File: src/rtl/tws_pkg.sv
// Package for the trie word store: sizes, command and status codes, controller state type
// and the command/status bundles between controller and datapath.
// No dependencies.
package tws_pkg;

    // Node pool and alphabet
    localparam int NODES    = 1024;
    localparam int ALPHABET = 26;

    // Derived widths
    localparam int NODE_W  = $clog2(NODES);
    localparam int FREE_W  = NODE_W + 1;
    localparam int CODE_W  = 5;
    localparam int LANE_W  = $clog2(ALPHABET);
    // one child field: word mark of the child, then the child pointer
    localparam int FIELD_W = NODE_W + 1;
    localparam int ROW_W   = ALPHABET * FIELD_W;

    // Item command codes
    localparam logic CMD_INSERT = 1'b0;
    localparam logic CMD_SEARCH = 1'b1;

    // Result status codes
    localparam logic STS_OK        = 1'b0;
    localparam logic STS_POOL_FULL = 1'b1;

    // Controller states
    typedef enum logic [1:0] {
        ST_CLEAR,
        ST_IDLE,
        ST_LOOK
    } t_state;

    // Controller to datapath
    typedef struct packed {
        logic clear;   // write one zero row of the node memory
        logic load;    // capture the input beat and read the current node's row
        logic step;    // walk one letter, update the trie, emit a result on last
    } t_dp_cmd;

    // Datapath to controller
    typedef struct packed {
        logic clear_last;  // sweep is on its final row
        logic item_last;   // held beat ends a word
        logic out_busy;    // result register full and not draining
    } t_dp_stat;

endpackage

File: src/rtl/tws_ctrl.sv
// Controller of the trie word store: clearing sweep, beat acceptance, walk step.
// Depends on tws_pkg.
module tws_ctrl
    import tws_pkg::*;
(
    input  logic     i_clk,
    input  logic     i_rst_n,
    input  logic     i_in_valid,
    input  t_dp_stat i_stat,
    output logic     o_in_ready,
    output t_dp_cmd  o_cmd
);

    t_state r_state;
    t_state n_state;

    // State register
    always_ff @(posedge i_clk) begin
        if (!i_rst_n) begin
            r_state <= ST_CLEAR;
        end else begin
            r_state <= n_state;
        end
    end

    // Next state and commands
    always_comb begin
        n_state     = r_state;
        o_in_ready  = 1'b0;
        o_cmd.clear = 1'b0;
        o_cmd.load  = 1'b0;
        o_cmd.step  = 1'b0;
        unique case (r_state)
            ST_CLEAR: begin
                o_cmd.clear = 1'b1;
                if (i_stat.clear_last) begin
                    n_state = ST_IDLE;
                end
            end
            ST_IDLE: begin
                o_in_ready = 1'b1;
                if (i_in_valid) begin
                    o_cmd.load = 1'b1;
                    n_state    = ST_LOOK;
                end
            end
            ST_LOOK: begin
                // a word end waits for room in the result register
                if (!(i_stat.item_last && i_stat.out_busy)) begin
                    o_cmd.step = 1'b1;
                    n_state    = ST_IDLE;
                end
            end
            default: begin
                n_state = ST_CLEAR;
            end
        endcase
    end

endmodule

File: config.mk
export PLATFORM = sky130hd
export DESIGN_NAME = tws_ctrl
export DESIGN_NICKNAME = d
export VERILOG_FILES = /design/src/rtl/tws_pkg.sv /design/src/rtl/tws_ctrl.sv
export SDC_FILE = /design/constraint.sdc
export NUM_CORES = 1
export LEC_CHECK = 0
export BUFFER_PORTS_ARGS = -buffer_cell sky130_fd_sc_hd__buf_2
export CELL_PAD_IN_SITES_DETAIL_PLACEMENT = 0
export CELL_PAD_IN_SITES_GLOBAL_PLACEMENT = 1
export CORE_AREA = 2 2 39 41
export CTS_CLUSTER_DIAMETER = 50
export DETAILED_ROUTE_END_ITERATION = 10
export DIE_AREA = 0 0 41 43
export MAX_ROUTING_LAYER = met4
export PLACE_DENSITY = 0.44
export SKIP_CTS_REPAIR_TIMING = 1
export SLEW_MARGIN = 0
export SYNTH_ARGS = -nofsm -noshare
export SYNTH_HDL_FRONTEND = slang
export SYNTH_SLANG_ARGS = --single-unit
File: constraint.sdc
create_clock -name i_clk -period 0.9 [get_ports i_clk]
set_clock_uncertainty 0.15 [all_clocks]
set_input_delay 0.135 -clock i_clk [delete_from_list [all_inputs] [get_ports i_clk]]
set_output_delay 0.135 -clock i_clk [all_outputs]
set_load 0.05 [all_outputs]
==> impl_metrics.ini, run 1 <==
[logic_synthesis]
synth_top_flop_cell = dfxtp_1
ys_ff_latch = 2
postSynthCellCount = 13
synthArstFlopShare = 0
synthesis.area_um2 = 121
syn-num-nets = 19
netlist_top_cells_area = dfxtp_1 (33%), o21a_1 (12%), nor2b_4 (11%)
yosysTopAreaCellShare = 0.330
ys_warn_count = 0
yosys.area.top_type = dfxtp_1
ys_seq_area_frac = 0.330
yosysUniqueCellTypes = 9
syn_avg_cell_area_um2 = 9.34
synth_enable_flop_cells = 0
synth_common_cells = a21oi_1 (2), dfxtp_1 (2), nand2b_1 (2), o21a_1 (2)

[finish]
largest_register_ffs = 2
fillers = 155
nets = 37
postLayoutCellArea_um2 = 275
n_antenna_cell = 0
finalNonFillerCells = 45
syn2layout_area_growth_pct = 127
largest_register = r_state
reg_top3 = r_state: 2 flops
drive_gt1_frac = 0.759

[placed_design]
io_buffers = 9
globalplace.congestion = 0.584
dp.cells = 41
place_area_um2 = 211
dp_slack_ns = -0.250

[drt]
wl_per_cell_um = 8.64
drc = 0
drt-total-wl_um = 389
drt-vias-per-instance = 3.42
drtIter0Drc = 1
drtAntennaViolNets = 0
vias = 154
first_pass_iters = 2

[run]
drv_cap = 0

[grt]
grt_pass1_wl_um = 627
antenna_found_initial = 0
grt_busiest_layer = met4
grt.met1_usage = 0.0637
grt_pass1_vias = 161
grtUsageMet2 = 0.0688
grt.total_usage = 0.0595
grt_overflow = 0
use_met3 = 0.0209
grt_max_degree = 6

[clock_tree]
htree_levels = 1
cts_tree = built
clk_pin_slew_ns = 0.03
cts_inserted_buffers = 3
insertion_delay_ns = 0.22
cts-root-buf = clkbuf_4
clock_sinks = 2
cts_buffer_depth = 2

[setup_path]
critical_path_required_ns = 0.61
r2r-end = r_state[1]
critPathKind = reg2out
endpoint_kind = output pin
timing.rr.start = r_state[0]
cp.arrival_ns = 0.99
ff2ff_path_depth = 4
reg2reg_setup_slack_ns = -0.24
path_max_fanout = 3
start_kind = register

[sta]
period_needed_ns = 1.27
finalMaxSlewViolations = 0
slew_headroom = 0.903
worstMarginPinSlew_ns = 0.146
rsz0062_at_grt = true
period_share = 1.42
whs_ns = -0.00995
worst_slack_ns = -0.375
fmax_ghz = 0.785
hold_viol = 2
finalSetupViolations = 6

[power_and_ir_drop]
finalPower_mw = 0.444
swShare = 0.292
ir_worst_vdd_uv = 553
power.switching_mw = 0.130
internal-power_mw = 0.315
p_comb_frac = 0.337
seq_power_share = 0.233
powerDensity_mw_per_mm2 = 1610
power.clock.fraction = 0.431
leakage_nw = 0.131

[die]
coreArea_mm2 = 0.00138
dieArea_mm2 = 0.00176
die_w_um = 41
rows = 14
dieHeight_um = 43
io_pins = 10
initial_core_util = 0.0877

[worst_hold_path]
hold_class = in2reg
min_from = i_rst_n
min_delay_worst_endpoint = r_state[0]
hold_depth = 2

[run_status]
violations = hold timing, setup timing
outcome = finished, violations left
## cell type report
| class | count | area (um^2) | area share |
|---|---|---|---|
| Multi-Input combinational cell | 11 | 82.6 | 0.300 |
| Timing Repair Buffer | 13 | 108 | 0.391 |
| Clock buffer | 3 | 22.5 | 0.0818 |
| Sequential cell | 2 | 42.5 | 0.155 |
| Tap cell | 16 | 20.0 | 0.0727 |
## layout by cell type (no fill, tap or decap)
cell / Yosys / routed
and4b_2: 1 / 1
nor2b_4: 1 / 1
and2_2: 0 / 1
buf_8: 0 / 3
dfxtp_2: 0 / 2
nand2b_1: 2 / 2
and2_4: 1 / 1
nor2_1: 1 / 1
a21oi_1: 2 / 2
o21a_1: 2 / 2
buf_2: 0 / 5
clkbuf_4: 0 / 3
buf_4: 0 / 5
## worst max-delay path, cell delays in order, from the launching register on
cell and delay, ns:
dfxtp_2 0.33, nor2b_4 0.14, and2_4 0.16, buf_8 0.14
## power by group through the flow
stage | Combinational (mW) | Clock [mW] | Sequential, mW
after CTS | 0.123 | 0.204 | 0.103
after detailed placement | 0.122 | 0 | 0.104
after global routing | 0.158 | 0.211 | 0.104
after floorplan | 0.0787 | 0 | 0.104
final | 0.150 | 0.191 | 0.103
after global placement | 0.124 | 0 | 0.103
## through the flow
step	utilization	setup TNS, ns	hold WS (ns)
final	0.199	-1.89	-0.00995
after global routing	0.199	-2.10	-0.00699
after CTS	0.169	-2.26	-0.0155
after detailed placement	0.153	-1.29	0.216
after global placement	0.153	-1.26	0.209
after floorplan	-	-1.55	0.102
## worst max path at each step
| stage | start | end | depth (start not counted) |
|---|---|---|---|
| after floorplan | r_state[0] | r_state[1] | 3 |
| after global placement | r_state[0] | o_cmd[1] | 3 |
| after detailed placement | r_state[1] | o_cmd[1] | 3 |
| after CTS | r_state[1] | o_cmd[1] | 3 |
| after global routing | r_state[0] | o_cmd[1] | 3 |
| final | r_state[0] | o_cmd[1] | 3 |
## kinds of logic after synthesis
| logic type | synth area share |
|---|---|
| DFF | 0.330 |
| and+or+nand+nor | 0.464 |
| AOI/OAI and AO/OA | 0.206 |
## per-layer routing
metal,routed length (um),vias to the layer above
met3,71,0
met2,142,10
met4,0,0
met1,175,65
li1,-,79
met5,0,-
(Power assumes the default switching activity.)
==> run 2: changes to the inputs <==
--- a/config.mk
+++ b/config.mk
@@ -6,9 +6,11 @@
 export NUM_CORES = 1
 export LEC_CHECK = 0
 export BUFFER_PORTS_ARGS = -buffer_cell sky130_fd_sc_hd__buf_2
+export CAP_MARGIN = 5
 export CELL_PAD_IN_SITES_DETAIL_PLACEMENT = 0
 export CELL_PAD_IN_SITES_GLOBAL_PLACEMENT = 1
 export CORE_AREA = 2 2 39 41
+export CTS_BUF_LIST = sky130_fd_sc_hd__clkbuf_8
 export CTS_CLUSTER_DIAMETER = 50
 export DETAILED_ROUTE_END_ITERATION = 10
 export DIE_AREA = 0 0 41 43
==> run 2 against run 1 <==
- the flow finishes with violations (setup timing)
- clock power up 82%
- register-to-register slack about the same
- die area unchanged
- sequential power about the same
- first-iteration DRC count unchanged
- sequential cell count stayed put
- combinational power is 3% higher
- critical path depth stayed put
- power is 36% higher
- via count up 0.65%
- non-clock buffer count did not move
- critical path type unchanged
- critical endpoint unchanged
==> impl_metrics.ini, run 2 (synthesis gave the netlist of run 1 again) <==
[run_status]
outcome = finished, violations left
violations = setup timing

[setup_path]
critPathKind = reg2out
start_kind = register
path_max_fanout = 3
endpoint_kind = output pin
cp.arrival_ns = 0.98
critical_path_required_ns = 0.61
reg2reg_setup_slack_ns = -0.25

[placed_design]
place_area_um2 = 211
io_buffers = 9
globalplace.congestion = 0.584

[drt]
wl_per_cell_um = 9.29
vias = 155
drt-vias-per-instance = 3.44
drt-total-wl_um = 418
drtAntennaViolNets = 0
drc = 0
drtIter0Drc = 1
first_pass_iters = 2

[run]
drv_cap = 0

[finish]
n_antenna_cell = 0
largest_register = r_state
nets = 37
reg_top3 = r_state: 2 flops
drive_gt1_frac = 0.759
syn2layout_area_growth_pct = 145
largest_register_ffs = 2
fillers = 155
final_cell_mix = buf_2 (5), buf_4 (4), clkbuf_8 (3), buf_8 (3)
postLayoutCellArea_um2 = 298
final_common_cell = buf_2

[worst_hold_path]
hold_class = in2reg

[power_and_ir_drop]
finalPower_mw = 0.605
powerDensity_mw_per_mm2 = 2030
ir_worst_vdd_uv = 802
leakage_nw = 0.140

[grt]
grt_pass1_vias = 163
grt.total_usage = 0.0605
grt_max_degree = 6
grt_pass1_wl_um = 641
antenna_found_initial = 0
grt_overflow = 0

[clock_tree]
insertion_delay_ns = 0.21
htree_levels = 1
clock_sinks = 2
clk_pin_slew_ns = 0.03
cts_inserted_buffers = 3
cts-root-buf = clkbuf_8
cts_buffer_depth = 2
cts_tree = built

[die]
dieHeight_um = 43
dieArea_mm2 = 0.00176
initial_core_util = 0.0877
coreArea_mm2 = 0.00138
die_w_um = 41
rows = 14
io_pins = 10

[sta]
finalSetupViolations = 6
worstMarginPinSlew_ns = 0.138
worst_slack_ns = -0.365
fmax_ghz = 0.790
period_needed_ns = 1.27
hold_viol = 0
slew_headroom = 0.908
finalMaxSlewViolations = 0
rsz0062_at_grt = true
period_share = 1.41
-- run 2: changes by cell type in the layout (fill, tap and decap cells not counted) --
cell / delta
buf_6: +1
buf_4: -1
clkbuf_4: -3
clkbuf_8: +3
-- run 2: stage by stage --
stage                     std cells  hold WS (ns)   util  setup TNS, ns  setup WS, ns
after floorplan                  13         0.102      -          -1.55        -0.408
after global placement           41         0.209  0.153          -1.26        -0.257
after detailed placement         41         0.216  0.153          -1.29        -0.250
after CTS                        44       0.00149  0.183          -2.22        -0.477
after global routing             45        0.0115  0.215          -2.03        -0.393
final                            45       0.00292  0.215          -1.86        -0.365
-- run 2: layer usage --
layer / vias to the layer above / GRT usage / routed length (um)
li1: 78 / - / -
met1: 67 / 0.0637 / 183
met2: 10 / 0.0719 / 162
met3: 0 / 0.0209 / 71
met4: 0 / 0.0800 / 0
met5: - / - / 0
-- run 2: worst max-delay path: stages, from the launching register on --
cell     delay, ns
dfxtp_2       0.33
nor2b_4       0.14
and2_4        0.16
buf_8         0.14
-- run 2: worst paths after layout --
check                to  cells after the start       start
min          r_state[0]                      2     i_rst_n
max reg2reg  r_state[1]                      4  r_state[0]
max            o_cmd[1]                      3  r_state[0]
min reg2reg  r_state[0]                      2  r_state[1]
-- run 2: final cells by class --
| cell class | count | area, um^2 | share of cell area |
|---|---|---|---|
| timing repair buffer | 13 | 111 | 0.374 |
| multi-input combinational | 11 | 82.6 | 0.277 |
| sequential | 2 | 42.5 | 0.143 |
| clock buffer | 3 | 41.3 | 0.139 |
| tap | 16 | 20.0 | 0.0672 |
-- run 2: report_power, final --
part           leakage (nW)  switching, mW  internal (mW)
registers            0.0172        0.00678         0.0969
logic                 0.102         0.0797         0.0747
clock network        0.0216         0.0644          0.282
